**config.mk**
```make
export PLATFORM = sky130hd
export DESIGN_NAME = rtpr_ctrl
export DESIGN_NICKNAME = d
export VERILOG_FILES = /design/src/design/rtpr_pkg.sv /design/src/design/rtpr_ctrl.sv
export VERILOG_INCLUDE_DIRS = /design/src /design/src/design
export SDC_FILE = /design/constraint.sdc
export NUM_CORES = 1
export LEC_CHECK = 0
export ABC_AREA = 1
export BUFFER_PORTS_ARGS = -buffer_cell sky130_fd_sc_hd__buf_4
export CORE_MARGIN = 2
export CORE_UTILIZATION = 28
export DETAILED_ROUTE_END_ITERATION = 6
export GPL_TIMING_DRIVEN = 0
export PLACE_DENSITY = 0.45
export SYNTH_ARGS = -nofsm -noshare
export SYNTH_HDL_FRONTEND = slang
export SYNTH_SLANG_ARGS = --single-unit
```
**constraint.sdc**
```tcl
create_clock -name i_clk -period 2.01 [get_ports i_clk]
set_input_delay 0.402 -clock i_clk [delete_from_list [all_inputs] [get_ports i_clk]]
set_output_delay 0.402 -clock i_clk [all_outputs]
set_load 0.01 [all_outputs]
```
**src/design/assert_macros.svh**
```systemverilog
// Assertion macros shared by the RTL files.
`ifndef ASSERT_MACROS_SVH
`define ASSERT_MACROS_SVH

// Clocked check, switched off while reset is held.
`define RTPR_ASSERT(label, clk, rst_n, prop, msg) \
    label: assert property (@(posedge clk) disable iff (!rst_n) prop) else $error(msg);

// Clocked check that also holds during reset.
`define RTPR_ASSERT_ALWAYS(label, clk, prop, msg) \
    label: assert property (@(posedge clk) prop) else $error(msg);

`endif

```
**src/design/rtpr_pkg.sv**
```systemverilog
// Package: constants, codes and shared types of the rolling token peer recogniser.
`default_nettype none

package rtpr_pkg;

    localparam int MAX_PEERS = 8;
    localparam int WINDOW    = 4;
    localparam int PEER_W    = $clog2(MAX_PEERS);
    localparam int CNT_W     = $clog2(MAX_PEERS + 1);
    localparam int WIN_W     = (WINDOW > 1) ? $clog2(WINDOW) : 1;
    localparam int KEY_W     = 256;
    localparam int TOK_W     = 64;
    localparam int ROUNDS    = 64;
    localparam int RND_W     = $clog2(ROUNDS);

    localparam logic [31:0] TAG_TOKEN  = 32'h61757261;
    localparam logic [31:0] TAG_NEXT   = 32'h73746570;
    localparam logic [63:0] INNER_BITS = 64'd544;
    localparam logic [63:0] OUTER_BITS = 64'd768;

    localparam logic [31:0] ROUND_K [ROUNDS] = '{
        32'h428a2f98, 32'h71374491, 32'hb5c0fbcf, 32'he9b5dba5,
        32'h3956c25b, 32'h59f111f1, 32'h923f82a4, 32'hab1c5ed5,
        32'hd807aa98, 32'h12835b01, 32'h243185be, 32'h550c7dc3,
        32'h72be5d74, 32'h80deb1fe, 32'h9bdc06a7, 32'hc19bf174,
        32'he49b69c1, 32'hefbe4786, 32'h0fc19dc6, 32'h240ca1cc,
        32'h2de92c6f, 32'h4a7484aa, 32'h5cb0a9dc, 32'h76f988da,
        32'h983e5152, 32'ha831c66d, 32'hb00327c8, 32'hbf597fc7,
        32'hc6e00bf3, 32'hd5a79147, 32'h06ca6351, 32'h14292967,
        32'h27b70a85, 32'h2e1b2138, 32'h4d2c6dfc, 32'h53380d13,
        32'h650a7354, 32'h766a0abb, 32'h81c2c92e, 32'h92722c85,
        32'ha2bfe8a1, 32'ha81a664b, 32'hc24b8b70, 32'hc76c51a3,
        32'hd192e819, 32'hd6990624, 32'hf40e3585, 32'h106aa070,
        32'h19a4c116, 32'h1e376c08, 32'h2748774c, 32'h34b0bcb5,
        32'h391c0cb3, 32'h4ed8aa4a, 32'h5b9cca4f, 32'h682e6ff3,
        32'h748f82ee, 32'h78a5636f, 32'h84c87814, 32'h8cc70208,
        32'h90befffa, 32'ha4506ceb, 32'hbef9a3f7, 32'hc67178f2
    };

    localparam logic [31:0] INIT_H [8] = '{
        32'h6a09e667, 32'hbb67ae85, 32'h3c6ef372, 32'ha54ff53a,
        32'h510e527f, 32'h9b05688c, 32'h1f83d9ab, 32'h5be0cd19
    };

    typedef enum logic [1:0] {
        OP_PAIR   = 2'd0,
        OP_REVOKE = 2'd1,
        OP_RECOG  = 2'd2,
        OP_UNUSED = 2'd3
    } t_op;

    typedef enum logic [2:0] {
        ST_OK        = 3'd0,
        ST_BAD_INDEX = 3'd1,
        ST_FULL      = 3'd2,
        ST_REVOKED   = 3'd3,
        ST_UNKNOWN   = 3'd4
    } t_status;

    typedef enum logic [1:0] {
        TB_NONE   = 2'd0,
        TB_PAIR   = 2'd1,
        TB_REVOKE = 2'd2,
        TB_UPDATE = 2'd3
    } t_tbl;

    // Four compressions make one HMAC.
    typedef enum logic [1:0] {
        PH_KEY_IN  = 2'd0,
        PH_TAG     = 2'd1,
        PH_KEY_OUT = 2'd2,
        PH_OUTER   = 2'd3
    } t_phase;

    typedef struct packed {
        logic              capture;
        t_tbl              tbl;
        logic              key_load;
        logic              comp_start;
        t_phase            phase;
        logic              tag_next;
        logic [PEER_W-1:0] peer;
        logic [WIN_W-1:0]  win;
    } t_cmd;

    typedef struct packed {
        logic [CNT_W-1:0] count;
        logic             tgt_ok;
        logic             peer_act;
        logic             comp_done;
        logic             match;
    } t_stat;

endpackage

`default_nettype wire

```
**src/design/rtpr_ctrl.sv**
```systemverilog
// Controller: sequences pairing, revocation and the HMAC scan over peers.
`default_nettype none
`include "assert_macros.svh"

module rtpr_ctrl (
    input  logic                       i_clk,
    input  logic                       i_rst_n,
    input  logic                       i_in_valid,
    output logic                       o_in_ready,
    input  logic [1:0]                 i_op,
    output logic                       o_out_valid,
    input  logic                       i_out_ready,
    output logic [2:0]                 o_status,
    output logic [rtpr_pkg::CNT_W-1:0] o_found,
    output logic [1:0]                 o_ahead,
    output rtpr_pkg::t_cmd             o_cmd,
    input  rtpr_pkg::t_stat            i_stat
);

    typedef enum logic [7:0] {
        S_IDLE   = 8'b0000_0001,
        S_DECODE = 8'b0000_0010,
        S_SCAN   = 8'b0000_0100,
        S_READ   = 8'b0000_1000,
        S_START  = 8'b0001_0000,
        S_WAIT   = 8'b0010_0000,
        S_STEP   = 8'b0100_0000,
        S_RESULT = 8'b1000_0000
    } t_state;

    t_state                     r_state, n_state;
    rtpr_pkg::t_op              r_op, n_op;
    logic [rtpr_pkg::CNT_W-1:0] r_peer, n_peer;
    logic [rtpr_pkg::WIN_W-1:0] r_win, n_win;
    logic                       r_tag, n_tag;
    rtpr_pkg::t_phase           r_phase, n_phase;
    logic                       r_any, n_any;
    rtpr_pkg::t_status          r_status, n_status;
    logic [rtpr_pkg::CNT_W-1:0] r_found, n_found;
    logic [1:0]                 r_ahead, n_ahead;
    logic                       r_out_valid, n_out_valid;
    logic [2:0]                 r_o_status, n_o_status;
    logic [rtpr_pkg::CNT_W-1:0] r_o_found, n_o_found;
    logic [1:0]                 r_o_ahead, n_o_ahead;

    assign o_in_ready = (r_state == S_IDLE);

    always_comb begin
        n_state     = r_state;
        n_op        = r_op;
        n_peer      = r_peer;
        n_win       = r_win;
        n_tag       = r_tag;
        n_phase     = r_phase;
        n_any       = r_any;
        n_status    = r_status;
        n_found     = r_found;
        n_ahead     = r_ahead;
        n_out_valid = r_out_valid && !i_out_ready;
        n_o_status  = r_o_status;
        n_o_found   = r_o_found;
        n_o_ahead   = r_o_ahead;

        o_cmd            = '0;
        o_cmd.tbl        = rtpr_pkg::TB_NONE;
        o_cmd.phase      = r_phase;
        o_cmd.tag_next   = r_tag;
        o_cmd.peer       = r_peer[rtpr_pkg::PEER_W-1:0];
        o_cmd.win        = r_win;

        unique case (r_state)
            S_IDLE: begin
                if (i_in_valid) begin
                    o_cmd.capture = 1'b1;
                    n_op          = rtpr_pkg::t_op'(i_op);
                    n_state       = S_DECODE;
                end
            end
            S_DECODE: begin
                n_state  = S_RESULT;
                n_found  = rtpr_pkg::CNT_W'(rtpr_pkg::MAX_PEERS);
                n_ahead  = '0;
                n_status = rtpr_pkg::ST_BAD_INDEX;
                case (r_op)
                    rtpr_pkg::OP_PAIR: begin
                        if (i_stat.count >= rtpr_pkg::CNT_W'(rtpr_pkg::MAX_PEERS)) begin
                            n_status = rtpr_pkg::ST_FULL;
                        end else begin
                            o_cmd.tbl = rtpr_pkg::TB_PAIR;
                            n_status  = rtpr_pkg::ST_OK;
                            n_found   = i_stat.count;
                        end
                    end
                    rtpr_pkg::OP_REVOKE: begin
                        if (i_stat.tgt_ok) begin
                            o_cmd.tbl = rtpr_pkg::TB_REVOKE;
                            n_status  = rtpr_pkg::ST_OK;
                        end
                    end
                    rtpr_pkg::OP_RECOG: begin
                        n_peer  = '0;
                        n_any   = 1'b0;
                        n_state = S_SCAN;
                    end
                    default: ;
                endcase
            end
            S_SCAN: begin
                if (r_peer >= i_stat.count) begin
                    n_status = (!r_any && i_stat.count != '0) ? rtpr_pkg::ST_REVOKED
                                                              : rtpr_pkg::ST_UNKNOWN;
                    n_found  = rtpr_pkg::CNT_W'(rtpr_pkg::MAX_PEERS);
                    n_ahead  = '0;
                    n_state  = S_RESULT;
                end else if (!i_stat.peer_act) begin
                    n_peer = r_peer + 1'b1;
                end else begin
                    n_any   = 1'b1;
                    n_win   = '0;
                    n_tag   = 1'b0;
                    n_phase = rtpr_pkg::PH_KEY_IN;
                    n_state = S_READ;
                end
            end
            S_READ: begin
                o_cmd.key_load = 1'b1;
                n_state        = S_START;
            end
            S_START: begin
                o_cmd.comp_start = 1'b1;
                n_state          = S_WAIT;
            end
            S_WAIT: begin
                if (i_stat.comp_done) begin
                    n_state = S_START;
                    case (r_phase)
                        rtpr_pkg::PH_KEY_IN:  n_phase = rtpr_pkg::PH_TAG;
                        rtpr_pkg::PH_TAG:     n_phase = rtpr_pkg::PH_KEY_OUT;
                        rtpr_pkg::PH_KEY_OUT: n_phase = rtpr_pkg::PH_OUTER;
                        default:              n_state = S_STEP;
                    endcase
                end
            end
            S_STEP: begin
                n_phase = rtpr_pkg::PH_KEY_IN;
                if (!r_tag) begin
                    // token checked, now roll the key
                    n_tag   = 1'b1;
                    n_state = S_START;
                end else if (i_stat.match) begin
                    o_cmd.tbl = rtpr_pkg::TB_UPDATE;
                    n_status  = rtpr_pkg::ST_OK;
                    n_found   = r_peer;
                    n_ahead   = 2'(r_win);
                    n_state   = S_RESULT;
                end else if (r_win == rtpr_pkg::WIN_W'(rtpr_pkg::WINDOW - 1)) begin
                    n_peer  = r_peer + 1'b1;
                    n_state = S_SCAN;
                end else begin
                    n_win   = r_win + 1'b1;
                    n_tag   = 1'b0;
                    n_state = S_START;
                end
            end
            S_RESULT: begin
                if (!r_out_valid || i_out_ready) begin
                    n_out_valid = 1'b1;
                    n_o_status  = r_status;
                    n_o_found   = r_found;
                    n_o_ahead   = r_ahead;
                    n_state     = S_IDLE;
                end
            end
            default: n_state = S_IDLE;
        endcase
    end

    always_ff @(posedge i_clk) begin
        if (!i_rst_n) begin
            r_state     <= S_IDLE;
            r_out_valid <= 1'b0;
        end else begin
            r_state     <= n_state;
            r_out_valid <= n_out_valid;
        end
        r_op       <= n_op;
        r_peer     <= n_peer;
        r_win      <= n_win;
        r_tag      <= n_tag;
        r_phase    <= n_phase;
        r_any      <= n_any;
        r_status   <= n_status;
        r_found    <= n_found;
        r_ahead    <= n_ahead;
        r_o_status <= n_o_status;
        r_o_found  <= n_o_found;
        r_o_ahead  <= n_o_ahead;
    end

    assign o_out_valid = r_out_valid;
    assign o_status    = r_o_status;
    assign o_found     = r_o_found;
    assign o_ahead     = r_o_ahead;

    `RTPR_ASSERT(a_accept_decode, i_clk, i_rst_n, (i_in_valid && o_in_ready) |=> (r_state == S_DECODE), "accepted word not decoded")
    `RTPR_ASSERT(a_scan_bound, i_clk, i_rst_n, (r_state == S_SCAN) |-> (r_peer <= i_stat.count), "scan ran past the table")
    `RTPR_ASSERT(a_ok_found, i_clk, i_rst_n, (r_state == S_RESULT && r_status == rtpr_pkg::ST_OK && r_op != rtpr_pkg::OP_REVOKE) |-> (r_found < i_stat.count), "reported slot not in table")

endmodule

`default_nettype wire

```
Word-level counts from Yosys, hierarchy flattened
Index checks and enable logic that the tools add are counted.

Register bits after elaboration: 39. Input port bits: 14. Output and inout bits: 24. Word-level logic and storage cells: 136.

Add/sub/neg operators: 2. Magnitude comparators: 2. Equal/unequal tests: 28. Muxes and demuxes: 67. Reductions and logical operators: 23.

Operators with widths (count): 2-to-1 mux 8 bit (8); one-hot mux 8 bit (8 select lines) (1); 2-to-1 mux 4 bit (11); 2-to-1 mux 2 bit (13); != test 2 bit (second input constant) (12); one-hot mux 4 bit (3 select lines) (2); one-hot mux 2 bit (3 select lines) (3); 2-to-1 mux 1 bit (16); 2-to-1 mux 3 bit (4); one-hot mux 2 bit (2 select lines) (3); AND reduction 4 bit (3); one-hot mux 3 bit (3 select lines) (1); == test 8 x 1 -> 1 bit (second input constant) (1); == test 8 x 2 -> 1 bit (second input constant) (1); == test 8 x 3 -> 1 bit (second input constant) (1); == test 8 x 4 -> 1 bit (second input constant) (1); == test 8 x 5 -> 1 bit (second input constant) (1); == test 8 x 6 -> 1 bit (second input constant) (1); == test 8 x 7 -> 1 bit (second input constant) (1); == test 8 bit (second input constant) (1); 2-to-1 mux 7 bit (1); AND reduction 7 bit (1); == test 2 bit (second input constant) (3); one-hot mux 3 bit (2 select lines) (1); 22 further kinds (31).

Longest topological paths before layout
Gate-level depths: netlist of run 1.

Depth in word-level cells: 5. Gate-level depth with buffers: 11. Depth with buffers taken out: 11.

Least setup slack after synthesis of run 1
Ideal clock, no wire load.

Path type: register to register. From: register r_peer[2] in the netlist's numbering. To: register r_ahead[0] (enable). Setup time: 0.378 ns. Data arrival time: 1.566 ns. Required time: 1.632 ns. Slack: 0.066 ns. Cell stages (with the launch flop): 8. Buffers on the path: 0. Clock period less this slack: 1.944 ns. Cell sequence: edfxtp_1 ha_1 nand2_1 inv_1 nand3_1 nand3_1 nor2_1 a21oi_1.

Cells in the longest elaborated chain, start to end: 3.

RTL lines: start: declaration (line rtpr_ctrl.sv:33) `logic [rtpr_pkg::CNT_W-1:0] r_peer, n_peer;`; start signal: assignment (line rtpr_ctrl.sv:187) `r_peer <= n_peer;`; >= comparator 4 bit (line rtpr_ctrl.sv:109) `if (r_peer >= i_stat.count) begin`; != test 2 bit (no line); AND reduction 4 bit (no line); end signal: assignment (line rtpr_ctrl.sv:194) `r_ahead <= n_ahead;`; end: declaration (line rtpr_ctrl.sv:40) `logic [1:0] r_ahead, n_ahead;`.

No other way between the ends. A chain may end at the register's enable or synchronous reset.

==> results.sh, run 1 <==
export IMPL_crit_chain="inv_1 -> nand2_2 -> nor2_4 -> nand4_1 -> buf_4 -> o31ai_2 -> buf_4"
export IMPL_diodes=0
export IMPL_worst_ep_required_time_ns=1.61
export IMPL_avgSynthCellArea_sq_um=9.098
export IMPL_drv_slew=0
export IMPL_gp_congestion=0.7469
export IMPL_clkSinkCount=39
export IMPL_final_period_utilization_pct=95.19
export IMPL_worstMarginPinSlew_ns=0.7342
export IMPL_yosysWarnings=0
export IMPL_power_density_nw_per_um2=705.1
export IMPL_async_reset_ff_share_pct=0
export IMPL_clk_latency_ns=0.29
export IMPL_cts_buffers=5
export IMPL_synth_nets=248
export IMPL_die_area_sq_um=8010
export IMPL_wire_per_inst_um=11.06
export IMPL_synth_distinct_cells=25
export IMPL_drt_total_wl_um=4136
export IMPL_area_delta_synth_final_pct=29.40
export IMPL_final_cell_area_sq_um=2649
export IMPL_crit_path_frequent_cell="buf_4"
export IMPL_status="finished clean"
export IMPL_end_kind="output pin"
export IMPL_nets=297
export IMPL_grt_max_degree=15
export IMPL_skew_ns=0.006436
export IMPL_cts_root_buffer="clkbuf_8"
export IMPL_synthTopCellsByCount="43 x nor2_1, 38 x inv_1, 34 x nand2_1"
export IMPL_clockBufferDepth=2
export IMPL_cellLeakagePower_uw=0.001160
export IMPL_dpl_worst_slack_ns=-0.4132
export IMPL_relSlewSlack_pct=50.87
export IMPL_crit_type="register to output pin"
export IMPL_drive_gt1_share_pct=29.82
export IMPL_rsz0062_at_grt="false"
export IMPL_hpwlAfterDp_um=3287
export IMPL_antenna_found_initial=0
export IMPL_routed_via_count=1547
export IMPL_fill_cells=768
export IMPL_cts_tree="yes"
export IMPL_synth_top_area_share_pct=44.01
export IMPL_ys_top_cells_by_area="edfxtp_1 44%, dfxtp_1 8.8%, nor2_1 7.9%, inv_1 7.0%, nand2_1 6.2%"
export IMPL_yosysSeqAreaShare_pct=52.81
export IMPL_io_buffer_count=37
export IMPL_hold_path_class="input pin to register"
export IMPL_ys_flop_type="edfxtp_1"
export IMPL_grt_use_total_pct=11.21
export IMPL_via_per_inst=4.136
export IMPL_fp_row_count=31
export IMPL_htree_levels=2
export IMPL_start_util_pct=28.53
export IMPL_max_stage_delay_ns=0.32
export IMPL_clk_pin_slew_ns=0.09
export IMPL_arrival_ns=1.51
export IMPL_syn_inst=225
export IMPL_die_height_um=89.50
export IMPL_dr_first_iter_drc_count=53
export IMPL_setup_ws_ns=0.09669
export IMPL_synthesis_area_sq_um=2047
export IMPL_cp_num_buf_inv=3
export IMPL_drtAntennaViolNets=0
export IMPL_cpMaxStageDelayCell="dfxtp_1"
export IMPL_synth_top_cell_by_area="edfxtp_1"
export IMPL_cp_top_family="buffers and inverters"
export IMPL_vdd_drop_max_uv=271.7
export IMPL_drt_pre_antenna_iters=4
export IMPL_hold_violations=0
export IMPL_grt_pass1_wl_um=6796
export IMPL_drcViolationCount=0
export IMPL_grt_pass1_vias=1485
export IMPL_synth_most_common_cell="nor2_1"
export IMPL_grt_overflow_total=0
export IMPL_core_area_sq_um=7176
export IMPL_maxCapViolations=0
export IMPL_place_area_sq_um=2449
export IMPL_layout_min_cycle_time_ns=1.913
export IMPL_synth_edf_count=30
export IMPL_synth_seq_cells=39
export IMPL_worst_setup_path_start_kind="register"
export IMPL_hold_buffers=0
export IMPL_ioPinCount=38
export IMPL_setup_viol=0
export IMPL_cp_max_fo=5
export IMPL_die_width_um=89.50
export IMPL_fmax_ghz=0.5227
[cells in the final DEF (no fill, tap or decap), drive strengths merged, types with 2 or more instances in the layout]
cell type,instances
o31ai,3
a21oi,7
buf,46
nor2,51
dfxtp,9
nand4,3
nand2,40
edfxtp,30
nand3,15
nand3b,2
ha,9
nor3,4
inv,41
clkbuf,5
o21ai,5
[layout make-up]
cell class	count	area (sq um)	share of cell area (%)
inverters	41	163.9	6.188
plain buffers	4	30.03	1.134
multi-input cells	141	807.0	30.47
clock inverters	3	46.29	1.748
well taps	99	123.9	4.676
repair buffers	42	327.8	12.38
clock buffers	5	68.82	2.598
flip-flops and latches	39	1081	40.81
[per-stage QoR]
stage               std cells  hold WS [ns]  utilization (%)  TNS (ns)  power [uW]
floorplan                 225        0.4003                -         0        1104
global placement          361        0.4013            34.12    -3.913        1195
detailed placement        361        0.4045            34.12    -3.773        1196
CTS                       370        0.2693            36.13         0        1885
global route              374        0.2669            36.91         0        1963
finish                    374        0.2815            36.91         0        1868
[layer usage]
layer / wire length [um] / track usage (%) / vias to the layer above
met4: 35 / 3.256 / 0
met3: 142 / 2.770 / 4
met2: 1993 / 18.59 / 26
met1: 1965 / 14.51 / 703
met5: 0 / 0 / -
li1: - / - / 814
[what timing repair did]
action,4_1_cts,5_1_grt
setup buffers,1,4
pin swaps,1,0
endpoints found under the setup margin,11,19
gates resized for setup,4,6
[cell families after synthesis]
family          share of synthesized area (%)
flops                                   52.81
xor+xnor                               0.8559
compound gates                          4.034
simple gates                            27.32
buf+inv                                 9.475
fa+ha+maj                               5.501
[final timing paths]
| kind | start | to | slack, ns | depth (start not counted) |
|---|---|---|---|---|
| worst max-delay path | r_state[4]$_SDFFE_PN0P_ | o_cmd[10] | 0.1 | 7 |
| worst min-delay path | i_op[1] | r_op[1]$_DFFE_PP_ | 0.28 | 1 |
| worst max register to register | r_peer[1]$_SDFFCE_PP0P_ | r_win[0]$_SDFFCE_PP0P_ | 0.19 | 8 |
| worst min register to register | r_found[1]$_DFFE_PP_ | o_found[1]$_DFFE_PP_ | 0.42 | 0 |
[where the power goes]
group	internal (uW)	switching, uW
combinational	109	161
clock	374	302
sequential	902	19.9
total	1380	483
[state kept, by name, summed over array words and instances (netlist names)]
signal	count
r_state	8
o_found	4
r_found	4
r_peer	4
o_status	3
r_status	3
o_ahead	2
r_ahead	2
r_op	2
r_phase	2
r_win	2
o_out_valid	1
r_any	1
r_tag	1
Power figures use the tool's default switching activity.
==> run 2: changes to the inputs <==
--- a/config.mk
+++ b/config.mk
@@ -8,11 +8,13 @@
 export LEC_CHECK = 0
 export ABC_AREA = 1
 export BUFFER_PORTS_ARGS = -buffer_cell sky130_fd_sc_hd__buf_4
+export CELL_PAD_IN_SITES_DETAIL_PLACEMENT = 0
+export CELL_PAD_IN_SITES_GLOBAL_PLACEMENT = 1
 export CORE_MARGIN = 2
 export CORE_UTILIZATION = 28
 export DETAILED_ROUTE_END_ITERATION = 6
 export GPL_TIMING_DRIVEN = 0
-export PLACE_DENSITY = 0.45
+export PLACE_DENSITY = 0.56
 export SYNTH_ARGS = -nofsm -noshare
 export SYNTH_HDL_FRONTEND = slang
 export SYNTH_SLANG_ARGS = --single-unit
==> run 2 against run 1 <==
  * Flip-flop and latch count did not move
  * Via count fell by 1.0%
  * Non-clock buffer count rose by 1
  * Critical path type unchanged
  * Largest cell class unchanged
==> results.sh, run 2 (synthesis gave the netlist of run 1 again) <==
export IMPL_mostFrequentLayoutCells="47 x buf_4, 42 x nor2_1, 37 x inv_1"
export IMPL_drt_pre_antenna_iters=4
export IMPL_power_density_nw_per_um2=701.6
export IMPL_crit_type="register to output pin"
export IMPL_core_area_sq_um=7176
export IMPL_routed_via_count=1531
export IMPL_diodes=0
export IMPL_fill_cells=765
export IMPL_layout_min_cycle_time_ns=1.986
export IMPL_grt_use_total_pct=11.80
export IMPL_hpwlAfterDp_um=3370
export IMPL_status="finished clean"
export IMPL_finalPower_uw=1851
export IMPL_multi_input_area_sq_um=802.0
export IMPL_place_inst=361
export IMPL_largest_reg_flops=8
export IMPL_nets=298
export IMPL_drt_total_wl_um=4244
export IMPL_start_util_pct=28.53
export IMPL_worst_ep_required_time_ns=1.61
export IMPL_skew_ns=0.008145
export IMPL_cts_root_buffer="clkbuf_8"
export IMPL_setup_ws_ns=0.02412
export IMPL_gp_congestion=0.7441
export IMPL_grt_overflow_total=0
export IMPL_clk_latency_ns=0.29
export IMPL_final_util_pct=36.77
export IMPL_drtAntennaViolNets=0
export IMPL_drcViolationCount=0
export IMPL_grt_pass1_vias=1466
export IMPL_clockBufferDepth=2
export IMPL_finalNonFillerCells=375
export IMPL_htree_levels=2
export IMPL_grt_pass1_wl_um=7031
export IMPL_die_width_um=89.50
export IMPL_drive_gt1_share_pct=29.71
export IMPL_rsz0062_at_grt="true"
export IMPL_maxCapViolations=0
export IMPL_antenna_found_initial=0
export IMPL_dr_first_iter_drc_count=59
export IMPL_clkSinkCount=39
export IMPL_die_height_um=89.50
export IMPL_seq_area_sq_um=1081
export IMPL_final_cell_area_sq_um=2639
export IMPL_clk_pin_slew_ns=0.08
export IMPL_worst_setup_path_start_kind="register"
export IMPL_layout_commonest_cell="buf_4"
export IMPL_regMostFlops="r_state"
export IMPL_arrival_ns=1.58
export IMPL_dpl_worst_slack_ns=-0.3615
export IMPL_place_area_sq_um=2449
export IMPL_vdd_drop_max_uv=270.5
export IMPL_via_per_inst=4.083
export IMPL_route_met2_wl_um=1852
export IMPL_relSlewSlack_pct=53.25
export IMPL_cellLeakagePower_uw=0.001161
export IMPL_dr_max_layer_used="met4"
export IMPL_die_area_sq_um=8010
export IMPL_final_period_utilization_pct=98.80
export IMPL_setup_viol=0
export IMPL_wl_met3_um=161
export IMPL_area_delta_synth_final_pct=28.91
export IMPL_fp_row_count=31
export IMPL_ioPinCount=38
export IMPL_hold_violations=0
export IMPL_worstMarginPinSlew_ns=0.6987
export IMPL_fmax_ghz=0.5036
export IMPL_drv_slew=0
export IMPL_io_buffer_count=37
export IMPL_met1Wirelength_um=2157
export IMPL_cp_max_fo=4
export IMPL_cts_tree="yes"
export IMPL_end_kind="output pin"
export IMPL_hold_path_class="input pin to register"
export IMPL_cts_buffers=5
export IMPL_wire_per_inst_um=11.32
export IMPL_grt_max_degree=15
[run 2: cell types whose count changed in the layout (fill, tap and decap cells not counted), sizes merged]
cell,delta
buf,+1
[run 2: final cells by class]
class,instances,area share [%]
multi-input combinational,141,30.39
clock inverter,3,1.754
tap,99,4.694
sequential,39,40.97
clock buffer,5,2.608
timing repair buffer,43,12.23
buffer,4,1.138
inverter,41,6.211
[run 2: through the flow]
stage                     hold slack, ns  setup TNS (ns)
after CTS                         0.2652        -0.09987
after global routing              0.2503         -0.1986
final                             0.2759               0
after detailed placement          0.4045          -3.321
after global placement            0.4026          -3.570
after floorplan                   0.4003               0
[run 2: per-layer routing]
layer  vias up  global-route usage, %
met1       680                  16.19
met3         6                  2.770
met5         -                      0
met4         0                  4.478
met2        30                  18.05
li1        815                      -
[run 2: what timing repair did]
| item | 4_1_cts | 5_1_grt |
|---|---|---|
| setup buffers | 1 | 5 |
| hold buffers | 0 | 0 |
| resized for setup | 2 | 7 |
| endpoints found under the setup margin | 11 | 16 |
| pin swaps | 2 | 3 |
[run 2: worst paths after layout]
kind / depth (start not counted) / start / end / slack (ns)
hold / removal: 1 / i_op[1] / r_op[1]$_DFFE_PP_ / 0.28
hold reg to reg: 0 / r_found[2]$_DFFE_PP_ / o_found[2]$_DFFE_PP_ / 0.42
setup reg to reg: 8 / r_peer[1]$_SDFFCE_PP0P_ / r_win[1]$_SDFFCE_PP0P_ / 0.17
setup / recovery: 6 / r_state[7]$_SDFFE_PN0P_ / o_cmd[10] / 0.02
[run 2: power breakdown]
part / total (uW) / switching [uW] / internal (uW)
clock network: 669 / 295 / 374
logic: 259 / 158 / 101
registers: 923 / 21.4 / 902
total: 1850 / 475 / 1380
[run 2: worst max-delay path: stages, from the launching register on]
cell     delay, ns
dfxtp_1       0.33
nor2_2        0.17
nand2_2       0.12
inv_4         0.12
nand2_2       0.10
o31ai_2       0.29
buf_4         0.16
